### config.mk
export PLATFORM = sky130hd
export DESIGN_NAME = traffic_light_sequencer
export DESIGN_NICKNAME = d
export VERILOG_FILES = /design/src/rtl/core/tls_pkg.sv /design/src/rtl/core/tls_step.sv /design/src/rtl/core/traffic_light_sequencer.sv
export VERILOG_INCLUDE_DIRS = /design/src /design/src/rtl/core
export SDC_FILE = /design/constraint.sdc
export NUM_CORES = 1
export LEC_CHECK = 0
export BUFFER_PORTS_ARGS = -buffer_cell sky130_fd_sc_hd__buf_2
export CAP_MARGIN = 30
export CORE_ASPECT_RATIO = 0.75
export CORE_MARGIN = 8
export CORE_UTILIZATION = 65
export DETAILED_ROUTE_END_ITERATION = 12
export GPL_TIMING_DRIVEN = 1
export PLACE_DENSITY = 0.83
export SYNTH_ARGS = -nofsm -noshare
export SYNTH_HDL_FRONTEND = slang
export SYNTH_HIERARCHICAL = 1
export SYNTH_SLANG_ARGS = --single-unit
### constraint.sdc
create_clock -name clk -period 12.5 [get_ports clk]
set_input_delay 1.25 -clock clk [delete_from_list [all_inputs] [get_ports clk]]
set_output_delay 1.25 -clock clk [all_outputs]
set_load 0.1 [all_outputs]
### src/rtl/core/assert_macros.svh
// Assertion macros shared by the traffic light sequencer RTL.
// Each macro expects signals named clk and arst_n in the module that uses it.
`ifndef ASSERT_MACROS_SVH
`define ASSERT_MACROS_SVH

// The property must hold at every clock edge while the block is out of reset.
`define TLS_ASSERT_ALWAYS(lbl, prop, msg) \
	lbl: assert property (@(posedge clk) disable iff (!arst_n) (prop)) else $error(msg);

// When the trigger holds, the consequence must hold in the following cycle.
`define TLS_ASSERT_NEXT(lbl, trig, cons, msg) \
	lbl: assert property (@(posedge clk) disable iff (!arst_n) (trig) |=> (cons)) \
		else $error(msg);

`endif

### src/rtl/core/tls_pkg.sv
// Package for the traffic light sequencer: state, lamp and dwell types,
// the fixed transition table and the per-state output decode. No dependencies.
package tls_pkg;

	// State numbering and the sensor word.
	localparam int NumStates = 26;
	typedef logic [4:0] state_t;
	typedef logic [2:0] sensors_t;
	typedef logic [15:0] dwell_t;
	typedef logic [2:0] lamp_t;
	typedef logic [2:0] walk_t;

	localparam state_t StateGreenSouth = 5'd0;

	// Lamp codes for the south and west heads.
	localparam lamp_t LampGreen  = 3'd1;
	localparam lamp_t LampYellow = 3'd2;
	localparam lamp_t LampRed    = 3'd4;

	// Walk light colors, RGB with bit0 blue, bit1 red, bit2 green.
	localparam walk_t WalkOff   = 3'd0;
	localparam walk_t WalkRed   = 3'd2;
	localparam walk_t WalkWhite = 3'd7;

	// Configuration register indexes.
	typedef logic [3:0] cfg_index_t;
	localparam cfg_index_t CfgShortDwell = 4'd0;
	localparam cfg_index_t CfgHoldDwell  = 4'd1;
	localparam cfg_index_t CfgFlashDwell = 4'd2;
	localparam cfg_index_t CfgWalkDwell  = 4'd3;

	// Reset values of the dwell registers, in milliseconds.
	localparam dwell_t ShortDwellReset = 16'd1;
	localparam dwell_t HoldDwellReset  = 16'd1500;
	localparam dwell_t FlashDwellReset = 16'd1000;
	localparam dwell_t WalkDwellReset  = 16'd2500;

	// Which dwell register a state loads on entry.
	typedef enum logic [1:0] {
		DW_SHORT = 2'd0,
		DW_HOLD  = 2'd1,
		DW_FLASH = 2'd2,
		DW_WALK  = 2'd3
	} dwell_class_t;

	// The four dwell registers as one group.
	typedef struct packed {
		dwell_t short_ms;
		dwell_t hold_ms;
		dwell_t flash_ms;
		dwell_t walk_ms;
	} dwell_cfg_t;

	// Lamps and dwell class of one state.
	typedef struct packed {
		lamp_t        south;
		lamp_t        west;
		walk_t        walk;
		dwell_class_t dwell;
	} state_out_t;

	// Result of one tick as computed by the step logic.
	typedef struct packed {
		state_t state;
		dwell_t dwell_left;
		logic   moved;
		lamp_t  south;
		lamp_t  west;
		walk_t  walk;
	} step_result_t;

	// Next state, indexed by current state and then by the sensor word.
	localparam state_t NEXT_TAB [NumStates][8] = '{
		'{5'd0,  5'd1,  5'd1,  5'd1,  5'd0,  5'd1,  5'd1,  5'd1 },
		'{5'd2,  5'd2,  5'd2,  5'd2,  5'd2,  5'd2,  5'd2,  5'd2 },
		'{5'd3,  5'd3,  5'd3,  5'd3,  5'd3,  5'd3,  5'd3,  5'd3 },
		'{5'd4,  5'd4,  5'd4,  5'd4,  5'd4,  5'd4,  5'd4,  5'd4 },
		'{5'd0,  5'd7,  5'd6,  5'd7,  5'd5,  5'd7,  5'd6,  5'd7 },
		'{5'd0,  5'd0,  5'd0,  5'd0,  5'd0,  5'd0,  5'd0,  5'd0 },
		'{5'd10, 5'd10, 5'd10, 5'd10, 5'd10, 5'd10, 5'd10, 5'd10},
		'{5'd8,  5'd8,  5'd8,  5'd8,  5'd8,  5'd8,  5'd8,  5'd8 },
		'{5'd9,  5'd8,  5'd9,  5'd9,  5'd9,  5'd9,  5'd9,  5'd9 },
		'{5'd15, 5'd15, 5'd15, 5'd15, 5'd15, 5'd15, 5'd15, 5'd15},
		'{5'd11, 5'd11, 5'd10, 5'd11, 5'd11, 5'd11, 5'd11, 5'd11},
		'{5'd12, 5'd12, 5'd12, 5'd12, 5'd12, 5'd12, 5'd12, 5'd12},
		'{5'd13, 5'd13, 5'd13, 5'd13, 5'd13, 5'd13, 5'd13, 5'd13},
		'{5'd14, 5'd14, 5'd14, 5'd14, 5'd14, 5'd14, 5'd14, 5'd14},
		'{5'd5,  5'd7,  5'd25, 5'd7,  5'd5,  5'd5,  5'd5,  5'd5 },
		'{5'd16, 5'd16, 5'd16, 5'd16, 5'd16, 5'd16, 5'd16, 5'd16},
		'{5'd17, 5'd17, 5'd17, 5'd17, 5'd17, 5'd17, 5'd17, 5'd17},
		'{5'd18, 5'd18, 5'd18, 5'd18, 5'd18, 5'd18, 5'd18, 5'd18},
		'{5'd19, 5'd19, 5'd19, 5'd19, 5'd19, 5'd19, 5'd19, 5'd19},
		'{5'd20, 5'd20, 5'd20, 5'd20, 5'd20, 5'd20, 5'd20, 5'd20},
		'{5'd21, 5'd21, 5'd21, 5'd21, 5'd21, 5'd21, 5'd21, 5'd21},
		'{5'd22, 5'd22, 5'd22, 5'd22, 5'd22, 5'd22, 5'd22, 5'd22},
		'{5'd23, 5'd23, 5'd23, 5'd23, 5'd23, 5'd23, 5'd23, 5'd23},
		'{5'd24, 5'd24, 5'd24, 5'd24, 5'd24, 5'd24, 5'd24, 5'd24},
		'{5'd0,  5'd8,  5'd10, 5'd10, 5'd0,  5'd0,  5'd0,  5'd10},
		'{5'd10, 5'd10, 5'd10, 5'd10, 5'd10, 5'd10, 5'd10, 5'd10}
	};

	// Lamps and dwell class of each state. Codes past the last state decode as state 0.
	function automatic state_out_t state_out(state_t s);
		state_out_t o;
		o = '{south: LampRed, west: LampRed, walk: WalkRed, dwell: DW_SHORT};
		unique case (s)
			5'd1:  begin o.south = LampGreen;  o.dwell = DW_HOLD; end
			5'd2:  begin o.south = LampYellow; end
			5'd3:  begin o.south = LampYellow; o.dwell = DW_HOLD; end
			5'd4:  begin end
			5'd5, 5'd6, 5'd7, 5'd24, 5'd25: begin o.dwell = DW_HOLD; end
			5'd8:  begin o.walk = WalkWhite; end
			5'd9:  begin o.walk = WalkWhite; o.dwell = DW_WALK; end
			5'd10: begin o.west = LampGreen; end
			5'd11: begin o.west = LampGreen; o.dwell = DW_HOLD; end
			5'd12: begin o.west = LampYellow; end
			5'd13: begin o.west = LampYellow; o.dwell = DW_HOLD; end
			5'd14, 5'd15, 5'd19, 5'd23: begin end
			5'd16, 5'd20: begin o.dwell = DW_FLASH; end
			5'd17, 5'd21: begin o.walk = WalkOff; end
			5'd18, 5'd22: begin o.walk = WalkOff; o.dwell = DW_FLASH; end
			default: begin o.south = LampGreen; end
		endcase
		return o;
	endfunction

endpackage

### src/rtl/core/tls_step.sv
// Combinational step of the traffic light sequencer: dwell countdown,
// table transition and lamp decode for one tick. Depends on tls_pkg.
module tls_step (
	input  tls_pkg::state_t       state,
	input  tls_pkg::dwell_t       dwell_left,
	input  tls_pkg::sensors_t     sensors,
	input  tls_pkg::dwell_cfg_t   dwell_cfg,
	output tls_pkg::step_result_t result
);
	import tls_pkg::*;

	state_t     cur;
	state_t     nxt;
	state_out_t dec;
	dwell_t     load;
	logic       sample;

	// A state code past the table behaves like green south.
	assign cur = (state < 5'(NumStates)) ? state : StateGreenSouth;

	// The sensors are sampled only once the countdown has run out.
	assign sample = (dwell_left == '0);
	assign nxt    = sample ? NEXT_TAB[cur][sensors] : cur;
	assign dec    = state_out(nxt);

	// Pick the dwell register of the state being entered.
	always_comb begin
		unique case (dec.dwell)
			DW_HOLD:  load = dwell_cfg.hold_ms;
			DW_FLASH: load = dwell_cfg.flash_ms;
			DW_WALK:  load = dwell_cfg.walk_ms;
			default:  load = dwell_cfg.short_ms;
		endcase
	end

	// The tick of entry counts as the first millisecond; a zero register acts as one.
	always_comb begin
		result.state = nxt;
		result.moved = sample && (nxt != cur);
		result.south = dec.south;
		result.west  = dec.west;
		result.walk  = dec.walk;
		if (sample) begin
			result.dwell_left = (load == '0) ? '0 : load - 16'd1;
		end else begin
			result.dwell_left = dwell_left - 16'd1;
		end
	end

endmodule

### src/rtl/core/traffic_light_sequencer.sv
// Traffic light sequencer: one request is one millisecond tick with three sensor bits.
// The result of an accepted request is written into the output register in the next cycle.
// One request is taken per cycle while in_stall is low; in_stall rises while a held result is stalled.
// Reset clears the state to green south with an empty countdown, loads the dwell
// registers with their defaults and empties the output register. Depends on tls_pkg.
module traffic_light_sequencer (
	input  logic                 clk,
	input  logic                 arst_n,
	// Configuration write channel.
	input  logic                 cfg_valid,
	output logic                 cfg_ready,
	input  tls_pkg::cfg_index_t  cfg_index,
	input  tls_pkg::dwell_t      cfg_data,
	// Tick request channel.
	input  logic                 in_valid,
	output logic                 in_stall,
	input  tls_pkg::sensors_t    sensors,
	// Result channel.
	output logic                 out_valid,
	input  logic                 out_stall,
	output tls_pkg::lamp_t       south_lamp,
	output tls_pkg::lamp_t       west_lamp,
	output tls_pkg::walk_t       walk_colour,
	output tls_pkg::state_t      state_number,
	output logic                 moved
);
	import tls_pkg::*;

	dwell_cfg_t   dwell_cfg_q;
	state_t       state_q;
	dwell_t       dwell_left_q;
	step_result_t step;
	logic         in_accept;
	logic         out_valid_q;
	lamp_t        south_lamp_q;
	lamp_t        west_lamp_q;
	walk_t        walk_colour_q;
	state_t       state_number_q;
	logic         moved_q;

	// Configuration writes are always taken; unknown indexes are dropped.
	assign cfg_ready = 1'b1;

	always_ff @(posedge clk or negedge arst_n) begin
		if (!arst_n) begin
			dwell_cfg_q.short_ms <= ShortDwellReset;
			dwell_cfg_q.hold_ms  <= HoldDwellReset;
			dwell_cfg_q.flash_ms <= FlashDwellReset;
			dwell_cfg_q.walk_ms  <= WalkDwellReset;
		end else if (cfg_valid && cfg_ready) begin
			unique case (cfg_index)
				CfgShortDwell: dwell_cfg_q.short_ms <= cfg_data;
				CfgHoldDwell:  dwell_cfg_q.hold_ms  <= cfg_data;
				CfgFlashDwell: dwell_cfg_q.flash_ms <= cfg_data;
				CfgWalkDwell:  dwell_cfg_q.walk_ms  <= cfg_data;
				default: begin end
			endcase
		end
	end

	// A new request enters whenever the output register is free or being drained.
	assign in_stall  = out_valid_q && out_stall;
	assign in_accept = in_valid && !in_stall;

	tls_step u_step (
		.state      (state_q),
		.dwell_left (dwell_left_q),
		.sensors    (sensors),
		.dwell_cfg  (dwell_cfg_q),
		.result     (step)
	);

	// Machine state advances once per accepted tick.
	always_ff @(posedge clk or negedge arst_n) begin
		if (!arst_n) begin
			state_q      <= StateGreenSouth;
			dwell_left_q <= '0;
		end else if (in_accept) begin
			state_q      <= step.state;
			dwell_left_q <= step.dwell_left;
		end
	end

	// Output register valid flag.
	always_ff @(posedge clk or negedge arst_n) begin
		if (!arst_n) begin
			out_valid_q <= 1'b0;
		end else if (in_accept) begin
			out_valid_q <= 1'b1;
		end else if (!out_stall) begin
			out_valid_q <= 1'b0;
		end
	end

	// Output register payload.
	always_ff @(posedge clk) begin
		if (in_accept) begin
			south_lamp_q   <= step.south;
			west_lamp_q    <= step.west;
			walk_colour_q  <= step.walk;
			state_number_q <= step.state;
			moved_q        <= step.moved;
		end
	end

	assign out_valid    = out_valid_q;
	assign south_lamp   = south_lamp_q;
	assign west_lamp    = west_lamp_q;
	assign walk_colour  = walk_colour_q;
	assign state_number = state_number_q;
	assign moved        = moved_q;

	// Checks on the sequencer's own logic.
`include "assert_macros.svh"

	`TLS_ASSERT_ALWAYS(a_state_in_range, state_q < 5'(NumStates),
		"state register left the table")
	`TLS_ASSERT_NEXT(a_hold_while_counting, in_accept && (dwell_left_q != '0),
		$stable(state_q), "state changed while the dwell was still counting")
	`TLS_ASSERT_NEXT(a_result_matches_state, in_accept,
		out_valid_q && (state_number_q == state_q), "result state differs from machine state")
	`TLS_ASSERT_NEXT(a_moved_only_on_sample, in_accept && (dwell_left_q != '0),
		!moved_q, "moved flagged on a tick that did not sample")

endmodule
==> summary.txt <==
Status
  – Status: complete, no violations

Place
  – Hpwl dp: 12400 um
  – Placed cell area: 0.00689 mm^2
  – GPL Wtd Cong: 0.947
  – PortBufs: 44

Timing
  – Final Hold Fails: 0
  – RSZ-0062 raised after global routing: no
  – Final setup fails: 0
  – Period minus WS final: 5.78 ns
  – Slew Viols, Final: 0
  – Final TNS setup: 0 ns
  – Hold slack: 0.516 ns
  – Final worst path period share: 0.463
  – Worst-margin pin slew: 1.05 ns
  – Fmax: 0.173 GHz
  – Clock skew: 0.0130 ns
  – Slew headroom: 0.292

Die
  – Die Wd: 133 um
  – Site Rows: 32
  – Initial Utilization: 0.657
  – Die height: 104 um
  – Total core area: 0.0101 mm^2
  – IO Pins: 46
  – Area of the die: 0.0138 mm^2

Yosys
  – Post-synthesis cell type count: 110
  – EDFF count, synth: 15
  – Gate count of the mapped netlist: 591
  – Seq/Total Area, Yosys: 0.395
  – Ranking of synthesized cells by area: dfrtp_1 25%, mux2_2 13%, dfstp_2 7.5%, edfxtp_1 6.8%, mux2_4 2.5%
  – Synth area leader: dfrtp_1
  – Yosys warning count: 6
  – Synthesized area: 0.00665 mm^2
  – #FFs+latches synth: 101
  – Ys async rst share: 0.851
  – Top_reg_cell synth: dfrtp_1
  – Syn Area/Cell: 11.3 um^2
  – Top cell type's share of synthesized area: 0.252
  – Post-synth net total: 627

Clock tree
  – Clock-pin slew on the worst setup and hold paths: 0.08 ns
  – Count of hold-fix buffers inserted at cts: 0
  – CTS Sinks: 101
  – Post_cts resized: 0
  – Clock Latency Late Sink: 0.36 ns
  – Root Buffer: clkbuf_16
  – Clock buffer depth: 2
  – # H-tree levels: 3
  – Clock buffer count from CTS: 9
  – CTS tree: yes
  – Post-CTS setup buffer count: 0

Layout
  – Layout cell share with drive strength beyond 1: 0.377
  – Most frequent cells in the layout: 76 x mux2_2, 67 x dfrtp_1, 43 x buf_2, 36 x nand2_1, 31 x nor2_1
  – Post-route cell area: 0.00720 mm^2
  – Area delta synth->final: 8.24%
  – Nets@finish: 657
  – Commonest non-fill, non-tap cell in the layout: mux2_2
  – Ant. Diodes: 0

Global routing
  – Vias in the first global route: 4935
  – GRT met2 Usage: 0.340
  – Largest net degree at the start of global routing: 56
  – Top Usage Layer GRT: met1
  – Met3 Usage GRT: 0.0700
  – GRT Resource Usage Total: 0.240
  – GR Overflow Total: 0
  – First-pass GRT wire length: 26700 um
  – Initial antenna violation count: 0
  – Met1 usage: 0.346

Power and ir drop
  – Worst vdd ir: 0.000120 V
  – Pwr/cell area: 197 mW/mm^2
  – Pwr Total: 0.00142 W
  – LEAKAGE: 2.97 nW

Detailed routing
  – Vias per std cell: 6.62
  – Vias: 5042
  – Drt drc: 0
  – WL per Instance: 21.6 um
  – Drt total wl: 16500 um
  – Detailed router's first-iteration violation count: 445
  – Drt first pass iters: 5
  – DRT antenna net count: 0

Worst setup path
  – CP Class: flip-flop to flip-flop
  – FF-to-FF path depth: 16
  – CP endpoint kind: flip-flop
  – CP Data Required Time: 12.74 ns
  – Slowest CP cell: dfrtp_1
  – Reg2reg end: dwell_left_q[14]$_DFFE_PN0P_
  – Critical Path, Cell by Cell: o211ai_1 -> nand2_1 -> ha_1 -> nor4b_2 -> a2111oi_4 -> a221o_1 -> a32oi_4 -> nand2_1 -> a21boi_4 -> nand2_2 -> mux2i_1 -> nor4b_4 -> nand4_2 -> nand2_1 -> o21ai_0 -> mux2_2
  – WP depth: 16
  – Largest stage delay on the critical path: 0.87 ns
  – R2R Setup Slk: 6.72 ns
  – Crit path max fanout: 24
  – Reg2reg start: state_q[4]$_DFFE_PN0P_
  – Crit path max-delay family: simple AND/OR/NAND/NOR gates
  – Startpoint class of the critical path: flip-flop
  – CP endpoint: dwell_left_q[14]$_DFFE_PN0P_
  – Worst path most repeated cell: nand2_1
  – Critical Path Start: state_q[4]$_DFFE_PN0P_
  – CP Data Arrival Time: 6.02 ns
  – CP bufs+invs: 0

Run
  – Maxcap violations: 0

Worst hold path
  – Worst hold-check path type: flip-flop to flip-flop
## stage by stage
stage | setup slack, ns | cells | util
finish | 6.72 | 762 | 0.711
global route | 6.54 | 762 | 0.711
CTS | 6.84 | 762 | 0.711
detailed placement | 6.89 | 746 | 0.680
global placement | 7.15 | 743 | 0.676
floorplan | 7.91 | 591 | -
## power by group
part / internal, W / switching, W
clock network: 0.000160 / 0.000133
logic: 0.000256 / 0.000358
registers: 0.000426 / 0.0000868
## Yosys cell counts (all sizes together) (6+ instances only)
cell type,n
nor3,17
edfxtp,15
xor2,9
nand4,7
or2,7
inv,19
ha,8
dfrtp,67
o21ai,26
o211ai,8
nand3,14
and3,12
dfstp,19
mux2,87
xnor2,15
o31ai,9
nand2b,7
nor2,31
nor4,6
buf,26
a21oi,19
nand2,39
mux2i,6
## area by class of cell
cell class	instances	area (um^2)
clock buffers	9	225
clock inverters	7	88.8
fillers	710	2930
inverters	19	71.3
multi-input cells	442	3750
flip-flops and latches	101	2630
well taps	136	170
repair buffers	48	268
## per-layer routing
| layer | up-vias | wire length [um] |
|---|---|---|
| met4 | 0 | 188 |
| met2 | 220 | 7340 |
| met1 | 2508 | 7560 |
| li1 | 2290 | - |
| met5 | - | 0 |
| met3 | 24 | 1400 |
## kinds of logic (layout without fill, tap and decap cells)
| kind of cell | count (synthesis) | count (layout) | share of synthesized area |
|---|---|---|---|
| multiplexers | 93 | 93 | 0.162 |
| XOR/XNOR | 24 | 24 | 0.0316 |
| adder cells (fa/ha/maj) | 8 | 8 | 0.0150 |
| other | 1 | 1 | 0.000564 |
| flip-flops | 101 | 101 | 0.395 |
| AO/OA/AOI/OAI | 138 | 138 | 0.180 |
| buffers and inverters | 48 | 83 | 0.0438 |
| AND/OR/NAND/NOR | 178 | 178 | 0.172 |
## registers in the layout, indices dropped and copies added (netlist names)
register / count
dwell_left_q: 16
state_q: 5
walk_colour: 3
out_valid: 1
dwell_cfg_q: 64
south_lamp: 3
west_lamp: 3
moved: 1
state_number: 5
## how the worst min path moves through the flow
stage                                startpoint                     endpoint  slack, ns  cells past startpoint
detailed placement  dwell_cfg_q[29]$_DFFE_PN0P_  dwell_cfg_q[29]$_DFFE_PN0P_       0.50                      1
floorplan            dwell_cfg_q[4]$_DFFE_PN0P_   dwell_cfg_q[4]$_DFFE_PN0P_       0.47                      1
finish               dwell_cfg_q[4]$_DFFE_PN0P_   dwell_cfg_q[4]$_DFFE_PN0P_       0.52                      1
CTS                  dwell_cfg_q[1]$_DFFE_PN0P_   dwell_cfg_q[1]$_DFFE_PN0P_       0.51                      1
global placement    dwell_cfg_q[29]$_DFFE_PN0P_  dwell_cfg_q[29]$_DFFE_PN0P_       0.49                      1
global route        dwell_cfg_q[32]$_DFFE_PN0P_  dwell_cfg_q[32]$_DFFE_PN0P_       0.53                      1
(Power assumes the default switching activity.)
